==> config.mk <==
export PLATFORM = sky130hd
export DESIGN_NAME = tmhq_ctrl
export DESIGN_NICKNAME = d
export VERILOG_FILES = /design/src/sv/tmhq_pkg.sv /design/src/sv/tmhq_ctrl.sv
export SDC_FILE = /design/constraint.sdc
export NUM_CORES = 1
export LEC_CHECK = 0
export ABC_AREA = 1
export BUFFER_PORTS_ARGS = -buffer_cell sky130_fd_sc_hd__buf_2
export CORE_UTILIZATION = 45
export CTS_CLUSTER_SIZE = 28
export DETAILED_ROUTE_END_ITERATION = 16
export HOLD_SLACK_MARGIN = 0.15
export PLACE_DENSITY_LB_ADDON = 0.1
export REMOVE_ABC_BUFFERS = 1
export SYNTH_ARGS = -nofsm -noshare
export SYNTH_HDL_FRONTEND = slang
export SYNTH_SLANG_ARGS = --single-unit
==> constraint.sdc <==
create_clock -name clk -period 1.17 [get_ports clk]
set_input_delay 0.0585 -clock clk [delete_from_list [all_inputs] [get_ports clk]]
set_output_delay 0.0585 -clock clk [all_outputs]
set_load 0.1 [all_outputs]
==> src/sv/tmhq_pkg.sv <==
package tmhq_pkg;

	// default number of timer slots
	localparam int TIMER_SLOTS_DEF = 256;

	// free-slot search covers this many slots per cycle
	localparam int SCAN_W = 16;

	// operation codes
	typedef enum logic [2:0] {
		OP_SET_ABS = 3'd0,
		OP_SET_REL = 3'd1,
		OP_CANCEL  = 3'd2,
		OP_PROCESS = 3'd3,
		OP_QUERY   = 3'd4
	} op_t;

	// result status codes
	typedef enum logic [1:0] {
		ST_OK   = 2'd0,
		ST_FULL = 2'd1,
		ST_BADH = 2'd2,
		ST_NONE = 2'd3
	} status_t;

	// request payload
	typedef struct packed {
		logic [2:0]  opcode;
		logic [31:0] time_value;
		logic [31:0] now_time;
		logic [7:0]  cancel_handle;
		logic [31:0] new_tag;
		logic [15:0] new_callback;
	} req_t;

	// result payload
	typedef struct packed {
		logic [1:0]  status;
		logic [7:0]  out_handle;
		logic [31:0] out_tag;
		logic [15:0] out_callback;
		logic [31:0] wait_time;
		logic        fired;
	} res_t;

	// datapath commands
	typedef enum logic [3:0] {
		CMD_NOP,
		CMD_LOAD,
		CMD_FAIL,
		CMD_SCAN,
		CMD_INS,
		CMD_RD_PARENT,
		CMD_MOVE_UP,
		CMD_RD_CHILD,
		CMD_MOVE_DOWN,
		CMD_PLACE,
		CMD_RD_CAN,
		CMD_RD_HEAD,
		CMD_RD_TAG,
		CMD_REM,
		CMD_FINISH
	} dp_cmd_t;

	// datapath status toward the controller
	typedef struct packed {
		logic [2:0] op;
		logic       full;
		logic       cancel_bad;
		logic       empty;
		logic       free_found;
		logic       pos_zero;
		logic       pos_last;
		logic       has_two;
		logic       up_less;
		logic       pick_any;
		logic       head_late;
	} dp_stat_t;

	// controller states
	typedef enum logic [4:0] {
		S_IDLE,
		S_DISP,
		S_FAIL,
		S_SCAN,
		S_INS,
		S_UP_RD,
		S_UP_CMP,
		S_RD_CAN,
		S_RD_HEAD,
		S_HEAD_CHK,
		S_REM,
		S_RUP_RD,
		S_RUP_CMP,
		S_DN_RD,
		S_DN_CMP,
		S_PLACE,
		S_FIN
	} state_t;

endpackage

==> src/sv/tmhq_ctrl.sv <==
module tmhq_ctrl (
	input  logic               clk,
	input  logic               arst_n,
	input  logic               start,
	input  tmhq_pkg::dp_stat_t stat,
	output logic               busy,
	output tmhq_pkg::dp_cmd_t  cmd
);
	import tmhq_pkg::*;

	state_t state_q, state_n;

	// state register
	always_ff @(posedge clk or negedge arst_n) begin
		if (!arst_n) begin
			state_q <= S_IDLE;
		end else begin
			state_q <= state_n;
		end
	end

	// next state
	always_comb begin
		state_n = state_q;
		unique case (state_q)
			S_IDLE: begin
				if (start) state_n = S_DISP;
			end
			S_DISP: begin
				if (stat.op == OP_SET_ABS || stat.op == OP_SET_REL) begin
					state_n = stat.full ? S_FAIL : S_SCAN;
				end else if (stat.op == OP_CANCEL) begin
					state_n = stat.cancel_bad ? S_FAIL : S_RD_CAN;
				end else if (stat.op == OP_PROCESS || stat.op == OP_QUERY) begin
					state_n = stat.empty ? S_FAIL : S_RD_HEAD;
				end else begin
					state_n = S_FIN;
				end
			end
			S_FAIL:   state_n = S_FIN;
			S_SCAN: begin
				if (stat.free_found) state_n = S_INS;
			end
			S_INS:    state_n = S_UP_RD;
			S_UP_RD:  state_n = stat.pos_zero ? S_PLACE : S_UP_CMP;
			S_UP_CMP: state_n = stat.up_less ? S_UP_RD : S_PLACE;
			S_RD_CAN: state_n = S_REM;
			S_RD_HEAD: state_n = S_HEAD_CHK;
			S_HEAD_CHK: begin
				if (stat.op == OP_QUERY) state_n = S_FIN;
				else if (stat.head_late) state_n = S_FAIL;
				else state_n = S_REM;
			end
			S_REM:    state_n = S_RUP_RD;
			S_RUP_RD: begin
				if (stat.pos_last) state_n = S_FIN;
				else if (stat.pos_zero) state_n = S_DN_RD;
				else state_n = S_RUP_CMP;
			end
			S_RUP_CMP: state_n = stat.up_less ? S_UP_RD : S_DN_RD;
			S_DN_RD:  state_n = stat.has_two ? S_DN_CMP : S_PLACE;
			S_DN_CMP: state_n = stat.pick_any ? S_DN_RD : S_PLACE;
			S_PLACE:  state_n = S_FIN;
			S_FIN:    state_n = S_IDLE;
			default:  state_n = S_IDLE;
		endcase
	end

	// command outputs
	always_comb begin
		cmd  = CMD_NOP;
		busy = (state_q != S_IDLE);
		unique case (state_q)
			S_IDLE:     if (start) cmd = CMD_LOAD;
			S_FAIL:     cmd = CMD_FAIL;
			S_SCAN:     cmd = CMD_SCAN;
			S_INS:      cmd = CMD_INS;
			S_UP_RD:    if (!stat.pos_zero) cmd = CMD_RD_PARENT;
			S_UP_CMP:   if (stat.up_less) cmd = CMD_MOVE_UP;
			S_RD_CAN:   cmd = CMD_RD_CAN;
			S_RD_HEAD:  cmd = CMD_RD_HEAD;
			S_HEAD_CHK: begin
				if (stat.op == OP_PROCESS && !stat.head_late) cmd = CMD_RD_TAG;
			end
			S_REM:      cmd = CMD_REM;
			S_RUP_RD:   if (!stat.pos_last && !stat.pos_zero) cmd = CMD_RD_PARENT;
			S_RUP_CMP:  if (stat.up_less) cmd = CMD_MOVE_UP;
			S_DN_RD:    if (stat.has_two) cmd = CMD_RD_CHILD;
			S_DN_CMP:   if (stat.pick_any) cmd = CMD_MOVE_DOWN;
			S_PLACE:    cmd = CMD_PLACE;
			S_FIN:      cmd = CMD_FINISH;
			default:    cmd = CMD_NOP;
		endcase
	end

endmodule

==> metrics.txt, run 1 <==
# TYPE chip_impl_metric gauge
chip_impl_info{name="run_status",value="finished with violations"} 1
chip_impl_info{name="violations_in_the_final_reports",value="negative setup slack"} 1
chip_impl_metric{name="powerDensity",unit="nW/um^2"} 3540
chip_impl_metric{name="worst-slew-pin-transition",unit="ns"} 0.274
chip_impl_metric{name="synth_edf_count",unit=""} 0
chip_impl_metric{name="grt.overflow.total",unit=""} 0
chip_impl_metric{name="critical_path_arrival",unit="ns"} 1.72
chip_impl_info{name="tritoncts",value="built"} 1
chip_impl_metric{name="routed_wl",unit="mm"} 3.97
chip_impl_metric{name="finalWorstPathRequiredPeriod",unit="ns"} 1.78
chip_impl_metric{name="synth.cell_area",unit="sq um"} 736
chip_impl_info{name="critPathLaunchType",value="register"} 1
chip_impl_metric{name="yosysWarningCount",unit=""} 0
chip_impl_metric{name="seq_area",unit="sq um"} 131
chip_impl_metric{name="synth-compound-area-share",unit="%"} 11.4
chip_impl_metric{name="grt_first_pass_wirelength",unit="mm"} 4.61
chip_impl_metric{name="grt_max_degree",unit=""} 8
chip_impl_metric{name="layout.nets",unit=""} 215
chip_impl_metric{name="synthSimpleGateAreaFrac",unit="%"} 60.2
chip_impl_metric{name="report.final.slew_viol_count",unit=""} 0
chip_impl_metric{name="synth_area_per_cell",unit="sq um"} 5.29
chip_impl_metric{name="remaining_drc_errors",unit=""} 0
chip_impl_info{name="timing.critical_path.to_type",value="primary output"} 1
chip_impl_metric{name="arithmetic_cell_share_of_the_synthesized_area_counting_full_adders_half_adders_and_majority_gates",unit="%"} 0
chip_impl_metric{name="clock_skew",unit="ns"} 0.00825
chip_impl_metric{name="nFillCells",unit=""} 69
chip_impl_info{name="largest-register",value="state_q"} 1
chip_impl_metric{name="detailed_place.area",unit="sq um"} 1120
chip_impl_metric{name="core_region_area",unit="sq um"} 1520
chip_impl_metric{name="synth_cell_types",unit=""} 21
chip_impl_metric{name="timing.final.hold_violations",unit=""} 0
chip_impl_metric{name="gp_congestion",unit=""} 0.971
chip_impl_metric{name="syn_to_final_growth",unit="%"} 85.9
chip_impl_metric{name="num_antenna_cells",unit=""} 0
chip_impl_info{name="timing.hold.worst.class",value="input pin to register"} 1
chip_impl_metric{name="dp_hpwl",unit="mm"} 2.13
chip_impl_info{name="registers_with_the_most_flip_flops",value="state_q x5"} 1
chip_impl_metric{name="setup_total_negative_slack",unit="ns"} -4.47
chip_impl_metric{name="yosys_register_bits",unit=""} 5
chip_impl_metric{name="synth_top_area_share",unit="%"} 19.9
chip_impl_metric{name="cts-htree-levels",unit=""} 1
chip_impl_metric{name="clock_insertion_delay_worst_skew",unit="ns"} 0.26
chip_impl_metric{name="detail_route.wl_per_cell",unit="um"} 18.6
chip_impl_metric{name="route.detailed.vias_per_inst",unit=""} 6.20
chip_impl_info{name="root_buffer",value="sky130_fd_sc_hd__clkbuf_4"} 1
chip_impl_metric{name="synth-seq-area-share",unit="%"} 17.0
chip_impl_info{name="synth_top_flop_cell",value="sky130_fd_sc_hd__dfrtp_1"} 1
chip_impl_metric{name="finalSetupViolCount",unit=""} 10
chip_impl_metric{name="die_y",unit="um"} 42.4
chip_impl_metric{name="cts-root-to-sink-buffers",unit=""} 2
chip_impl_metric{name="groute.usage.overall",unit="%"} 33.2
chip_impl_metric{name="numClockSinks",unit=""} 5
chip_impl_metric{name="design.die.area",unit="sq um"} 1800
chip_impl_metric{name="drtPass1Iterations",unit=""} 8
chip_impl_info{name="synth_top_family_by_area",value="simple AND/OR/NAND/NOR gates"} 1
chip_impl_metric{name="drv.max_cap_violation_count",unit=""} 0
chip_impl_metric{name="drive_above_1_share",unit="%"} 50.5
chip_impl_metric{name="synth_xor_xnor_area_share",unit="%"} 0
chip_impl_metric{name="place.port_buffers",unit=""} 20
chip_impl_metric{name="final_area",unit="sq um"} 1370
chip_impl_metric{name="ir_drop",unit="uV"} 4080
chip_impl_metric{name="grt_antenna_before_repair",unit=""} 0
chip_impl_metric{name="finalPower",unit="W"} 0.00484
chip_impl_metric{name="largest_register_ffs",unit=""} 5
chip_impl_metric{name="drtAntennaViolNets",unit=""} 0
chip_impl_metric{name="worst_ep_required_time",unit="ns"} 1.11
chip_impl_metric{name="synth-async-reset-ratio",unit="%"} 100
chip_impl_metric{name="fin_ws",unit="ns"} -0.610
chip_impl_metric{name="drt_iter0_drc",unit=""} 121
chip_impl_metric{name="worst_setup_hold_path_clk_slew",unit="ns"} 0.06
chip_impl_metric{name="multi_input_area",unit="sq um"} 648
chip_impl_info{name="post-synth-top-area-cell",value="sky130_fd_sc_hd__nand2_1"} 1
chip_impl_metric{name="cts_made_buffers",unit=""} 3
chip_impl_metric{name="io-pin-count",unit=""} 21
chip_impl_info{name="rsz0062_at_grt",value="yes"} 1
chip_impl_metric{name="final.hold.worst_slack",unit="ns"} 0.152
chip_impl_metric{name="grt_pass1_vias",unit=""} 1144
chip_impl_metric{name="worst_slew_margin_rel",unit="%"} 81.6
chip_impl_metric{name="post-route-period-util",unit="%"} 152
chip_impl_metric{name="fmax",unit="MHz"} 562
chip_impl_metric{name="via_count",unit=""} 1327
chip_impl_info{name="synth_most_common_cell",value="sky130_fd_sc_hd__nand2_1"} 1
chip_impl_info{name="netlist_top_cells_count",value="39 x sky130_fd_sc_hd__nand2_1, 23 x sky130_fd_sc_hd__nor2_1, 15 x sky130_fd_sc_hd__nand3_1, 13 x sky130_fd_sc_hd__inv_1, 7 x sky130_fd_sc_hd__inv_2"} 1
chip_impl_metric{name="synth_cells",unit=""} 139
chip_impl_metric{name="fp-row-count",unit=""} 14
chip_impl_info{name="setup.worst_path.class",value="register to primary output"} 1
chip_impl_metric{name="critPathMaxFanout",unit=""} 5
chip_impl_metric{name="synthMuxAreaShare",unit="%"} 0
chip_impl_metric{name="leakagePower",unit="nW"} 0.740
chip_impl_metric{name="initial_core_util",unit="%"} 48.3
chip_impl_info{name="synth_area_leaders",value="sky130_fd_sc_hd__nand2_1 20%, sky130_fd_sc_hd__dfrtp_1 17%, sky130_fd_sc_hd__nor2_1 12%, sky130_fd_sc_hd__nand3_1 10%, sky130_fd_sc_hd__inv_1 6.6%"} 1
chip_impl_metric{name="fp.dieW",unit="um"} 42.4
==> cells by family after synthesis <==
logic type / after synthesis
and+or+nand+nor: 97
AOI/OAI and AO/OA: 15
DFF: 5
buffers and inverters: 22
==> critical path: stages, from the launching register on <==
cell and delay, ns:
sky130_fd_sc_hd__dfrtp_2 0.46, sky130_fd_sc_hd__buf_4 0.17, sky130_fd_sc_hd__nor3_4 0.27, sky130_fd_sc_hd__nand2_2 0.12, sky130_fd_sc_hd__nand3_1 0.10, sky130_fd_sc_hd__nor2_1 0.06, sky130_fd_sc_hd__nand2_1 0.10, sky130_fd_sc_hd__buf_12 0.18
==> layout make-up <==
type | count | area share [%]
Multi-Input combinational cell | 112 | 47.4
Timing Repair Buffer | 56 | 33.5
Sequential cell | 5 | 9.61
Inverter | 21 | 6.13
Clock buffer | 4 | 1.92
Tap cell | 16 | 1.46
==> power by group <==
group	total, W	switching, W	internal (W)	leakage (nW)
Combinational	0.00414	0.00255	0.00159	0.666
Sequential	0.000460	0.000197	0.000263	0.0589
Clock	0.000239	0.000107	0.000131	0.0150
==> layout by cell type, fill, tap and decap left out, types with 4 or more instances in the layout <==
cell type | Yosys | routed
sky130_fd_sc_hd__nor2_4 | 2 | 9
sky130_fd_sc_hd__buf_4 | 0 | 32
sky130_fd_sc_hd__inv_2 | 7 | 7
sky130_fd_sc_hd__nand2_1 | 39 | 32
sky130_fd_sc_hd__nand3_1 | 15 | 13
sky130_fd_sc_hd__inv_1 | 13 | 12
sky130_fd_sc_hd__nor2_1 | 23 | 17
sky130_fd_sc_hd__buf_2 | 1 | 15
sky130_fd_sc_hd__nand2_2 | 3 | 7
sky130_fd_sc_hd__a21oi_1 | 6 | 5
sky130_fd_sc_hd__o21ai_0 | 4 | 4
sky130_fd_sc_hd__buf_12 | 0 | 5
sky130_fd_sc_hd__dfrtp_2 | 0 | 5
==> through the flow <==
stage,util (%),worst slack [ns],instances
after floorplan,-,-0.628,138
after global placement,73.6,-0.265,200
after detailed placement,73.6,-0.292,200
after CTS,80.6,-0.483,208
after global routing,89.7,-0.636,214
final,89.7,-0.610,214
==> metal layers <==
metal	vias up	GRT usage (%)	part of all wire, %
met4	0	15.6	8.4
li1	564	-	-
met2	124	60.3	44
met3	48	4.74	12
met5	-	0	0
met1	591	37.6	35
==> path summary, 6_finish.rpt <==
path                                     endpoint  cells past startpoint                   start  slack (ns)
hold / removal             state_q[0]$_DFFE_PN0P_                      5                 stat[6]        0.15
setup reg to reg           state_q[3]$_DFFE_PN0P_                      8  state_q[4]$_DFFE_PN0P_       -0.38
max in group asynchronous  state_q[2]$_DFFE_PN0P_                      2                  arst_n        0.85
setup / recovery                           cmd[2]                      7  state_q[0]$_DFFE_PN0P_       -0.61
min in group asynchronous  state_q[3]$_DFFE_PN0P_                      2                  arst_n        0.16
hold reg to reg            state_q[0]$_DFFE_PN0P_                      4  state_q[4]$_DFFE_PN0P_        0.78
==> repair_timing <==
| action | in CTS | in global routing |
|---|---|---|
| setup endpoints to repair | 10 | 10 |
| endpoints found under the hold margin | 6 | 0 |
| hold buffers | 2 | 0 |
| setup buffers | 2 | 6 |
| pin swaps | 0 | 5 |
| resized for setup | 14 | 28 |
Note: power is estimated with default switching activity, not from simulation.
==> run 2, diff against run 1 <==
Settings changed: CORE_ASPECT_RATIO set to 1.25, CORE_MARGIN set to 2, PLACE_DENSITY set to 0.81, PLACE_DENSITY_LB_ADDON 0.1 to unset.
==> run 2 against run 1 <==
The flow still finishes with violations (negative setup slack). Worst setup slack lost 0.049 ns. Hold slack gained 0.0063 ns. First-iteration DRC count shrank 6.6%. Register-to-register slack lost 0.16 ns. Final area grew 5.3%. Largest cell class unchanged. Power grew 2.2%. Critical path type unchanged.
==> metrics.txt, run 2 (synthesis results as in run 1) <==
# TYPE chip_impl_metric gauge
chip_impl_info{name="run_status",value="finished with violations"} 1
chip_impl_info{name="violations_in_the_final_reports",value="negative setup slack"} 1
chip_impl_metric{name="io-pin-count",unit=""} 21
chip_impl_metric{name="final.hold.worst_slack",unit="ns"} 0.158
chip_impl_info{name="registers_with_the_most_flip_flops",value="state_q x5"} 1
chip_impl_info{name="rsz0062_at_grt",value="yes"} 1
chip_impl_metric{name="grt_first_pass_wirelength",unit="mm"} 5.41
chip_impl_metric{name="grt_pass1_vias",unit=""} 1295
chip_impl_metric{name="fin_ws",unit="ns"} -0.659
chip_impl_metric{name="drt_iter0_drc",unit=""} 113
chip_impl_metric{name="design.die.area",unit="sq um"} 1980
chip_impl_metric{name="die_y",unit="um"} 49.2
chip_impl_info{name="critPathLaunchType",value="register"} 1
chip_impl_metric{name="drive_above_1_share",unit="%"} 57.8
chip_impl_metric{name="drv.max_cap_violation_count",unit=""} 0
chip_impl_metric{name="ir_drop",unit="uV"} 3460
chip_impl_metric{name="layout.nets",unit=""} 216
chip_impl_info{name="timing.critical_path.to_type",value="primary output"} 1
chip_impl_metric{name="detail_route.wl_per_cell",unit="um"} 20.4
chip_impl_metric{name="cts-htree-levels",unit=""} 1
chip_impl_metric{name="leakagePower",unit="nW"} 0.788
chip_impl_metric{name="worst-slew-pin-transition",unit="ns"} 0.271
chip_impl_metric{name="dp_hpwl",unit="mm"} 2.22
chip_impl_info{name="setup.worst_path.class",value="register to primary output"} 1
chip_impl_metric{name="cts-root-to-sink-buffers",unit=""} 2
chip_impl_metric{name="via_count",unit=""} 1413
chip_impl_metric{name="clock_insertion_delay_worst_skew",unit="ns"} 0.25
chip_impl_metric{name="drtAntennaViolNets",unit=""} 0
chip_impl_metric{name="finalWorstPathRequiredPeriod",unit="ns"} 1.83
chip_impl_metric{name="grt.overflow.total",unit=""} 0
chip_impl_metric{name="route.detailed.vias_per_inst",unit=""} 6.51
chip_impl_metric{name="timing.final.hold_violations",unit=""} 0
chip_impl_metric{name="critPathMaxFanout",unit=""} 6
chip_impl_metric{name="post-route-period-util",unit="%"} 156
chip_impl_metric{name="gp_congestion",unit=""} 0.958
chip_impl_metric{name="fp-row-count",unit=""} 16
chip_impl_metric{name="num_antenna_cells",unit=""} 0
chip_impl_metric{name="drtPass1Iterations",unit=""} 5
chip_impl_info{name="timing.hold.worst.class",value="input pin to register"} 1
chip_impl_metric{name="place.port_buffers",unit=""} 20
chip_impl_metric{name="instances_no_fill",unit=""} 217
chip_impl_metric{name="grt_antenna_before_repair",unit=""} 0
chip_impl_metric{name="critical_path_arrival",unit="ns"} 1.77
chip_impl_metric{name="worst_ep_required_time",unit="ns"} 1.11
chip_impl_metric{name="syn_to_final_growth",unit="%"} 95.7
chip_impl_metric{name="routed_wl",unit="mm"} 4.43
chip_impl_metric{name="largest_register_ffs",unit=""} 5
chip_impl_metric{name="numClockSinks",unit=""} 5
chip_impl_info{name="root_buffer",value="sky130_fd_sc_hd__clkbuf_4"} 1
chip_impl_metric{name="initial_core_util",unit="%"} 47.7
chip_impl_info{name="tritoncts",value="built"} 1
chip_impl_metric{name="remaining_drc_errors",unit=""} 0
chip_impl_metric{name="grt_max_degree",unit=""} 7
chip_impl_metric{name="report.final.slew_viol_count",unit=""} 0
chip_impl_metric{name="groute.usage.overall",unit="%"} 39.7
chip_impl_metric{name="fmax",unit="MHz"} 547
chip_impl_metric{name="placed_cells_incl_taps",unit=""} 200
chip_impl_metric{name="finalPower",unit="W"} 0.00495
chip_impl_metric{name="clock_skew",unit="ns"} 0.00710
chip_impl_metric{name="finalSetupViolCount",unit=""} 10
chip_impl_metric{name="powerDensity",unit="nW/um^2"} 3440
chip_impl_metric{name="worst_setup_hold_path_clk_slew",unit="ns"} 0.05
chip_impl_metric{name="cts_made_buffers",unit=""} 3
chip_impl_metric{name="worst_slew_margin_rel",unit="%"} 81.8
chip_impl_info{name="largest-register",value="state_q"} 1
chip_impl_metric{name="pre_cts_ws",unit="ns"} -0.314
chip_impl_metric{name="fp.dieW",unit="um"} 40.2
chip_impl_metric{name="core_region_area",unit="sq um"} 1540
chip_impl_info{name="most_common_cell_after_layout_fill_and_taps_aside",value="sky130_fd_sc_hd__buf_4"} 1
chip_impl_info{name="layout_common_cells",value="31 x sky130_fd_sc_hd__buf_4, 24 x sky130_fd_sc_hd__nand2_1, 15 x sky130_fd_sc_hd__buf_2, 14 x sky130_fd_sc_hd__nand2_2, 14 x sky130_fd_sc_hd__nor2_1"} 1
==> run 2: changes by cell type in the layout (fill, tap and decap cells not counted), moves of 3 or more <==
cell	change
sky130_fd_sc_hd__nand2_1	-8
sky130_fd_sc_hd__nand2_2	+7
sky130_fd_sc_hd__o21ai_1	+4
sky130_fd_sc_hd__a21oi_1	-3
sky130_fd_sc_hd__a21oi_2	+3
sky130_fd_sc_hd__nor2_1	-3
sky130_fd_sc_hd__o21ai_0	-3
==> run 2: per-layer routing <==
layer	share of wire [%]	vias up	track usage (%)
met5	0	-	0
met4	8.4	0	32.8
met3	11	55	6.85
met2	47	150	64.5
met1	33	635	40.6
li1	-	573	-
==> run 2: through the flow <==
step	cell area, sq um	setup TNS, ns	utilization, %
finish	1440	-5.26	93.4
global route	1440	-5.65	93.4
CTS	1360	-2.92	88.1
detailed placement	1110	-2.30	71.9
global placement	1110	-2.17	71.9
floorplan	731	-2.70	-
==> run 2: worst paths after layout <==
path	from	to	slack, ns	cells after the start
setup / recovery	state_q[1]$_DFFE_PN0P_	cmd[0]	-0.66	7
hold / removal	stat[12]	state_q[4]$_DFFE_PN0P_	0.16	3
setup reg to reg	state_q[1]$_DFFE_PN0P_	state_q[0]$_DFFE_PN0P_	-0.54	12
hold reg to reg	state_q[4]$_DFFE_PN0P_	state_q[0]$_DFFE_PN0P_	0.71	3
max in group asynchronous	arst_n	state_q[2]$_DFFE_PN0P_	0.84	2
min in group asynchronous	arst_n	state_q[0]$_DFFE_PN0P_	0.17	2
==> run 2: repair_timing <==
| item | in CTS | in global routing |
|---|---|---|
| setup buffers | 5 | 6 |
| hold endpoints to repair | 6 | 0 |
| resized for setup | 49 | 12 |
| pin swaps | 6 | 9 |
| setup endpoints to repair | 10 | 10 |
| hold buffers | 2 | 0 |
==> run 2: final cells by class <==
type | count | area (sq um)
timing repair buffer | 57 | 473
multi-input combinational | 112 | 708
inverter | 21 | 80.1
clock buffer | 4 | 26.3
tap | 18 | 22.5
sequential | 5 | 130
fill | 55 | 101
==> run 2: critical path, cell delays in order (launching register included) <==
cell	delay (ns)
sky130_fd_sc_hd__dfrtp_2	0.45
sky130_fd_sc_hd__nor2_2	0.18
sky130_fd_sc_hd__nand2_2	0.14
sky130_fd_sc_hd__nor2_4	0.15
sky130_fd_sc_hd__nand2_1	0.09
sky130_fd_sc_hd__nand3_1	0.11
sky130_fd_sc_hd__nand3b_1	0.19
sky130_fd_sc_hd__buf_12	0.20
==> run 2: power breakdown <==
part	switching [W]	total, W	internal [W]
Combinational	0.00266	0.00429	0.00163
Clock	0.0000814	0.000211	0.000130
Sequential	0.000186	0.000447	0.000261
Total	0.00292	0.00495	0.00202
